## src/hw/rtl/sorted_timer_queue_top_defines.svh

```systemverilog
`ifndef SORTED_TIMER_QUEUE_TOP_DEFINES_SVH
`define SORTED_TIMER_QUEUE_TOP_DEFINES_SVH

// Same-cycle implication, sampled on aclk, off while reset is held
`define STQ_CHECK(lbl, cond, prop, msg) \
    lbl: assert property (@(posedge aclk) disable iff (!aresetn) (cond) |-> (prop)) \
        else $error(msg);

// Next-cycle implication
`define STQ_CHECK_NEXT(lbl, cond, prop, msg) \
    lbl: assert property (@(posedge aclk) disable iff (!aresetn) (cond) |=> (prop)) \
        else $error(msg);

`endif

```

## src/hw/rtl/stq_pkg.sv

```systemverilog
package stq_pkg;

    localparam int SLOT_W = 7;
    localparam int TIME_W = 16;

    localparam logic [TIME_W-1:0] REBASE_TIME = 16'd32000;
    localparam logic [TIME_W-1:0] MAX_DELAY   = 16'd32000;
    localparam logic [TIME_W-1:0] NO_JOB_DUE  = 16'hFFFF;
    localparam logic [14:0]       THR_RESET   = 15'd100;

    localparam logic [1:0] OP_TIMED   = 2'd0;
    localparam logic [1:0] OP_BOUNDED = 2'd1;
    localparam logic [1:0] OP_TICK    = 2'd2;
    localparam logic [1:0] OP_FLUSH   = 2'd3;

    localparam logic [1:0] KIND_ACK  = 2'd0;
    localparam logic [1:0] KIND_DUE  = 2'd1;
    localparam logic [1:0] KIND_NONE = 2'd2;

    localparam logic [2:0] ST_OK         = 3'd0;
    localparam logic [2:0] ST_ZERO_FULL  = 3'd1;
    localparam logic [2:0] ST_SHORT_FULL = 3'd2;
    localparam logic [2:0] ST_LONG_FULL  = 3'd3;
    localparam logic [2:0] ST_TOO_LONG   = 3'd4;
    localparam logic [2:0] ST_NO_SLOT    = 3'd5;

    typedef struct packed {
        logic [TIME_W-1:0] due;
        logic [SLOT_W-1:0] slot;
    } entry_t;

    typedef enum logic [1:0] {
        CELL_HOLD   = 2'd0,
        CELL_INS    = 2'd1,
        CELL_POP    = 2'd2,
        CELL_REBASE = 2'd3
    } cell_op_t;

    typedef struct packed {
        logic   full;
        logic   nonempty;
        logic   two;
        entry_t head;
        entry_t second;
    } q_stat_t;

endpackage

```

## src/hw/rtl/stq_free.sv

```systemverilog
module stq_free #(
    parameter int SLOTS = 64
) (
    input  logic                       aclk,
    input  logic                       aresetn,
    input  logic                       take,
    input  logic                       rel,
    input  logic [stq_pkg::SLOT_W-1:0] rel_slot,
    output logic [stq_pkg::SLOT_W-1:0] head,
    output logic                       empty
);
    import stq_pkg::*;

    localparam int IW = (SLOTS > 1) ? $clog2(SLOTS) : 1;

    logic [SLOT_W-1:0] links [SLOTS];
    logic [SLOTS-1:0]  lv_reg;
    logic [SLOT_W-1:0] head_reg;
    logic [SLOT_W-1:0] rd_reg;
    logic              rv_reg;
    logic [SLOT_W-1:0] link_of_head;

    // a link never written carries no valid bit and is taken to be the following slot
    assign link_of_head = rv_reg ? rd_reg : head_reg + 1'b1;

    always_ff @(posedge aclk) begin
        if (rel) begin
            links[rel_slot[IW-1:0]] <= head_reg;
        end
        rd_reg <= links[head_reg[IW-1:0]];
        rv_reg <= lv_reg[head_reg[IW-1:0]];
    end

    always_ff @(posedge aclk) begin
        if (!aresetn) begin
            lv_reg   <= '0;
            head_reg <= '0;
        end else begin
            if (rel) begin
                lv_reg[rel_slot[IW-1:0]] <= 1'b1;
                head_reg                 <= rel_slot;
            end else if (take) begin
                head_reg <= link_of_head;
            end
        end
    end

    assign head  = head_reg;
    assign empty = head_reg >= SLOT_W'(SLOTS);

endmodule

```

## config.mk

```make
export PLATFORM = sky130hd
export DESIGN_NAME = stq_free
export DESIGN_NICKNAME = d
export VERILOG_FILES = /design/src/hw/rtl/sorted_timer_queue_top_defines.svh /design/src/hw/rtl/stq_pkg.sv /design/src/hw/rtl/stq_free.sv
export SDC_FILE = /design/constraint.sdc
export NUM_CORES = 1
export LEC_CHECK = 0
export CAP_MARGIN = 0
export CORE_AREA = 2 2 245 247
export DETAILED_ROUTE_END_ITERATION = 16
export DIE_AREA = 0 0 247 249
export DONT_BUFFER_PORTS = 1
export PLACE_DENSITY = 0.53
export SETUP_SLACK_MARGIN = 0.2
export SYNTH_ARGS = -nofsm -noshare
export SYNTH_HDL_FRONTEND = slang
export SYNTH_SLANG_ARGS = --single-unit
```

## constraint.sdc

```tcl
create_clock -name aclk -period 8.3 [get_ports aclk]
set_clock_uncertainty 0.1 [all_clocks]
set_input_delay 2.075 -clock aclk [delete_from_list [all_inputs] [get_ports aclk]]
set_output_delay 2.075 -clock aclk [all_outputs]
set_load 0.01 [all_outputs]
```

# Yosys cells after proc, flatten, opt, wreduce, memory -nomap -nowiden
# Memory sizes are Yosys's and may differ from the RTL's. A register that Yosys moved wholly into a read port is not among the register bits.
# Index checks and enable logic that the tools add are counted.
# classes
addsub,1
mul,0
div_mod_pow,0
magnitude_cmp,4
eq_ne,0
shifts,0
muxes,9
n_bitwise,1
n_reduce_logical,2
# ops
operator,n
bitwise OR 64 bit,1
two-way mux 7 bit,3
"less-than comparator 6 x 7 -> 1 bit, second input constant",2
"adder 7 x 1 -> 7 bit, second input constant",1
"greater-or-equal comparator 7 bit, second input constant",1
binary-select mux 1 bit (select 6 bit),1
demux 1 bit (select 6 bit),1
"greater-or-equal comparator 6 x 1 -> 1 bit, second input constant",1
two-way mux 1 bit,4
nonzero test 2 bit,1
logical AND 1 bit,1
# word_totals
regBits,72
latchBits,0
ramBits,448
rom_bits,0
input_bits,11
output_inout_bits,8
n_memories,1
# mem_list
name,depth,width,rd,rd_ports_with_merged_regs,wr,line_no,text
links,64,7,1,1,1,stq_free.sv:16,logic [SLOT_W-1:0] links [SLOTS];

# Logic depth before layout (Yosys ltp)
# logic_depth
word_depth,5
depth_mapped,9
ltp_nobuf,6

# Worst setup path before layout
# OpenSTA, ideal clock, no wires.
# synth_path
path_type,input-to-reg
start,in rel
end,mem links[48][0] (enable)
setup_ns,0.383
arrival_time_ns,3.207
required_ns,7.817
setup_slack_ns,4.611
path_stages,5
path_cell_list,clkbuf_1 nand2_1 nor2_1 nand2_1 nor3_1
# synth_via
elab_chain_cells,2
# synth_rtl
item,line_no,text
start: declaration,stq_free.sv:7,"input logic rel,"
two-way mux 1 bit,stq_free.sv:27,if (rel) begin
two-way mux 1 bit (implied by the code),stq_free.sv:28,links[rel_slot[IW-1:0]] <= head_reg;
end: declaration,stq_free.sv:16,
# No other way between the ends.

# Worst setup path in the final report
# layout_path
start,"reg head_reg[1], in the netlist head[1]"
end,out head[1] in the netlist's numbering
# layout_lines
item,line_no,text
start: declaration,stq_free.sv:18,logic [SLOT_W-1:0] head_reg;
start signal: assignment,stq_free.sv:41,head_reg <= rel_slot;
start signal: assignment,stq_free.sv:43,head_reg <= link_of_head;
end: declaration,stq_free.sv:9,"output logic [stq_pkg::SLOT_W-1:0] head,"
# No word-level cell between the ends.

==> flow_summary.yaml <==
cts:
  cts_buffers: 53
  cts_resized: 0
  cts_tree: "yes"
  clk_pin_slew_ns: 0.06
  hold_buffers: 0
  cts_setup_buffers: 0
  cts_buffer_depth: 3
  cts_sinks: 527
  cts_max_level: 2
  clk_latency_ns: 0.60
  root_buffer: "clkbuf_16"
critical_path:
  cp_slowest_cell: "dfxtp_4"
  reg2reg_depth: 6
  startpoint_type: "flip-flop"
  crit_fanout: 102
  worstPathCellList: "buf_12"
  crit_buf_inv: 1
  r2r-end: "rd_reg[4]$_DFF_P_"
  rr_startpoint: "head[1]$_SDFFE_PN0P_"
  crit_family: "flip-flops"
  regToRegSetupSlack_ns: 4.64
  path_class: "flip-flop to output port"
  max_stage_delay_ns: 0.86
  worstPathArrival_ns: 2.11
  critPathCaptureType: "output port"
  cp_data_required_time_ns: 6.12
sta:
  setup_violations: 0
  slew_viol_final: 0
  fmax_ghz: 0.234
  hold_viol_final: 0
  setup_tns_ns: 0
  worstMarginPinSlew_ns: 1.33
  relSlewSlack_pct: 10.7
  min_period_ns: 4.28
  rsz0062_at_grt: "false"
  holdWs_ns: 0.360
  period_share_pct: 51.6
  setup_slack_ns: 4.02
place:
  gp_congestion: 0.780
  dp_slack_ns: 4.13
  io_buffers: 0
  dp_hpwl_um: 28000
detailed_routing:
  postRouteAntennaNets: 0
  routed_wl_um: 45900
  drt-wirelength-per-cell_um: 24.0
  drc: 0
  vias_per_cell: 5.27
  drt_iter0_drc: 805
  dr.pass1.iters: 6
  vias: 10100
pwr:
  swShare_pct: 20.8
  ir_worst_vdd_mv: 0.183
  p_total_mw: 5.73
  clkPwrFrac_pct: 43.6
  power.internal_mw: 4.54
  comb_power_share_pct: 4.9
  seq_power_share_pct: 51.4
  power_density_nw_per_um2: 249
  p_leak_nw: 7.16
  power.switching_mw: 1.19
floorplan:
  coreArea_um2: 58700
  start_util_pct: 34.9
  die_y_um: 249
  rows: 89
  die_w_um: 247
  dieArea_um2: 61500
  ios: 19
yosys:
  ys_async_sr_fraction_pct: 0
  yosysSeqAreaShare_pct: 73.4
  yosysWarningCount: 0
  synth-edff-count: 448
  syn-num-nets: 1107
  avgSynthCellArea_um2: 18.7
  ys_ff_latch: 527
  synth_flop_cell: "edfxtp_1"
  syn-instance-count: 1095
  synth_cell_types: 42
  mappedNetlistArea_um2: 20500
grt:
  overflow: 0
  grt_pass1_wl_um: 68800
  grt.total_usage_pct: 15.1
  grt_max_degree: 103
  grt_pass1_vias: 10200
  antenna_found_initial: 1
run_status:
  outcome: "complete, no violations"
final_layout:
  area_growth_syn_to_layout_pct: 12.7
  nets: 1105
  drive_above_1_share_pct: 18.5
  layout_commonest_cell: "edfxtp_1"
  final_cell_mix: "448 x edfxtp_1, 107 x mux4_2, 81 x nor2_1"
  largest_reg_flops: 448
  final_core_util_pct: 39.3
hold_path:
  whs_path_depth: 1
  hold_path.class: "flip-flop to flip-flop"
  worstHoldStart: "lv_reg[44]$_SDFFE_PN0P_"
  hold_end: "lv_reg[44]$_SDFFE_PN0P_"
job:
  maxCapViolCount: 0
[metal layers]
| metal | part of all wire (%) | wire length [um] | global-route usage [%] |
|---|---|---|---|
| met4 | 3.5 | 1630 | 5.99 |
| met1 | 44 | 20300 | 21.2 |
| met3 | 6.2 | 2860 | 3.33 |
| met2 | 46 | 21100 | 22.6 |
| met5 | 0.21 | 97 | 1.19 |
[layout make-up]
| type | count | area [um2] |
|---|---|---|
| diodes | 1 | 2.50 |
| clock inverters | 24 | 328 |
| repair buffers | 11 | 95.1 |
| inverters | 2 | 7.51 |
| multi-input cells | 498 | 5090 |
| well taps | 773 | 967 |
| clock buffers | 76 | 1520 |
| flip-flops and latches | 527 | 15100 |
| fillers | 5250 | 35600 |
[power groups by stage]
| stage | Combinational, mW | Sequential [mW] | Clock [mW] |
|---|---|---|---|
| final | 0.282 | 2.95 | 2.50 |
| after global routing | 0.304 | 2.95 | 2.66 |
| after CTS | 0.287 | 2.95 | 2.55 |
| after detailed placement | 0.287 | 3.01 | 0 |
| after global placement | 0.286 | 3.00 | 0 |
| after floorplan | 0.209 | 2.99 | 0 |
[cell usage after synthesis (5+ instances only)]
cell | n | area, um2
buf_1 | 6 | 22.5
buf_2 | 19 | 95.1
nor2_1 | 81 | 304
edfxtp_1 | 448 | 13500
o22ai_1 | 13 | 81.3
nand3_1 | 10 | 50.1
a211o_1 | 6 | 52.6
nor3_1 | 5 | 25.0
mux4_1 | 5 | 131
mux2i_1 | 55 | 551
a22o_1 | 8 | 70.1
nor2b_1 | 12 | 75.1
dfxtp_1 | 79 | 1580
o21a_1 | 64 | 480
a211oi_1 | 25 | 188
buf_4 | 9 | 67.6
mux4_2 | 107 | 2410
o21ai_0 | 22 | 110
nand2b_1 | 6 | 37.5
a22oi_1 | 9 | 67.6
o221ai_1 | 8 | 70.1
nand2_1 | 21 | 78.8
and2_1 | 5 | 31.3
clkbuf_1 | 31 | 116
[kinds of logic after synthesis]
kind of cell,count (synthesis),synth area share [%]
compound gates,179,6.36
fa+ha+maj,1,0.0611
buf+inv,70,1.72
flops,527,73.4
mux,167,15.1
simple gates,151,3.31
[worst max path at each step]
stage / start / end / slack, ns / cells after the start
after floorplan: rel / links[48][0]$_DFFE_PP_ / 4.61 / 5
after global placement: rel_slot[4] / links[49][4]$_DFFE_PP_ / 4.04 / 3
after detailed placement: rel_slot[3] / links[41][2]$_DFFE_PP_ / 4.13 / 3
after CTS: head[1]$_SDFFE_PN0P_ / head[1] / 3.92 / 1
after global routing: head[1]$_SDFFE_PN0P_ / head[1] / 3.84 / 1
final: head[1]$_SDFFE_PN0P_ / head[1] / 4.02 / 1
[stage by stage]
stage | cells | instance area [um2]
after floorplan | 1095 | 20500
after global placement | 1811 | 21200
after detailed placement | 1811 | 21200
after CTS | 1911 | 23100
after global routing | 1912 | 23100
final | 1912 | 23100
Note: power is estimated with default switching activity, not from simulation.
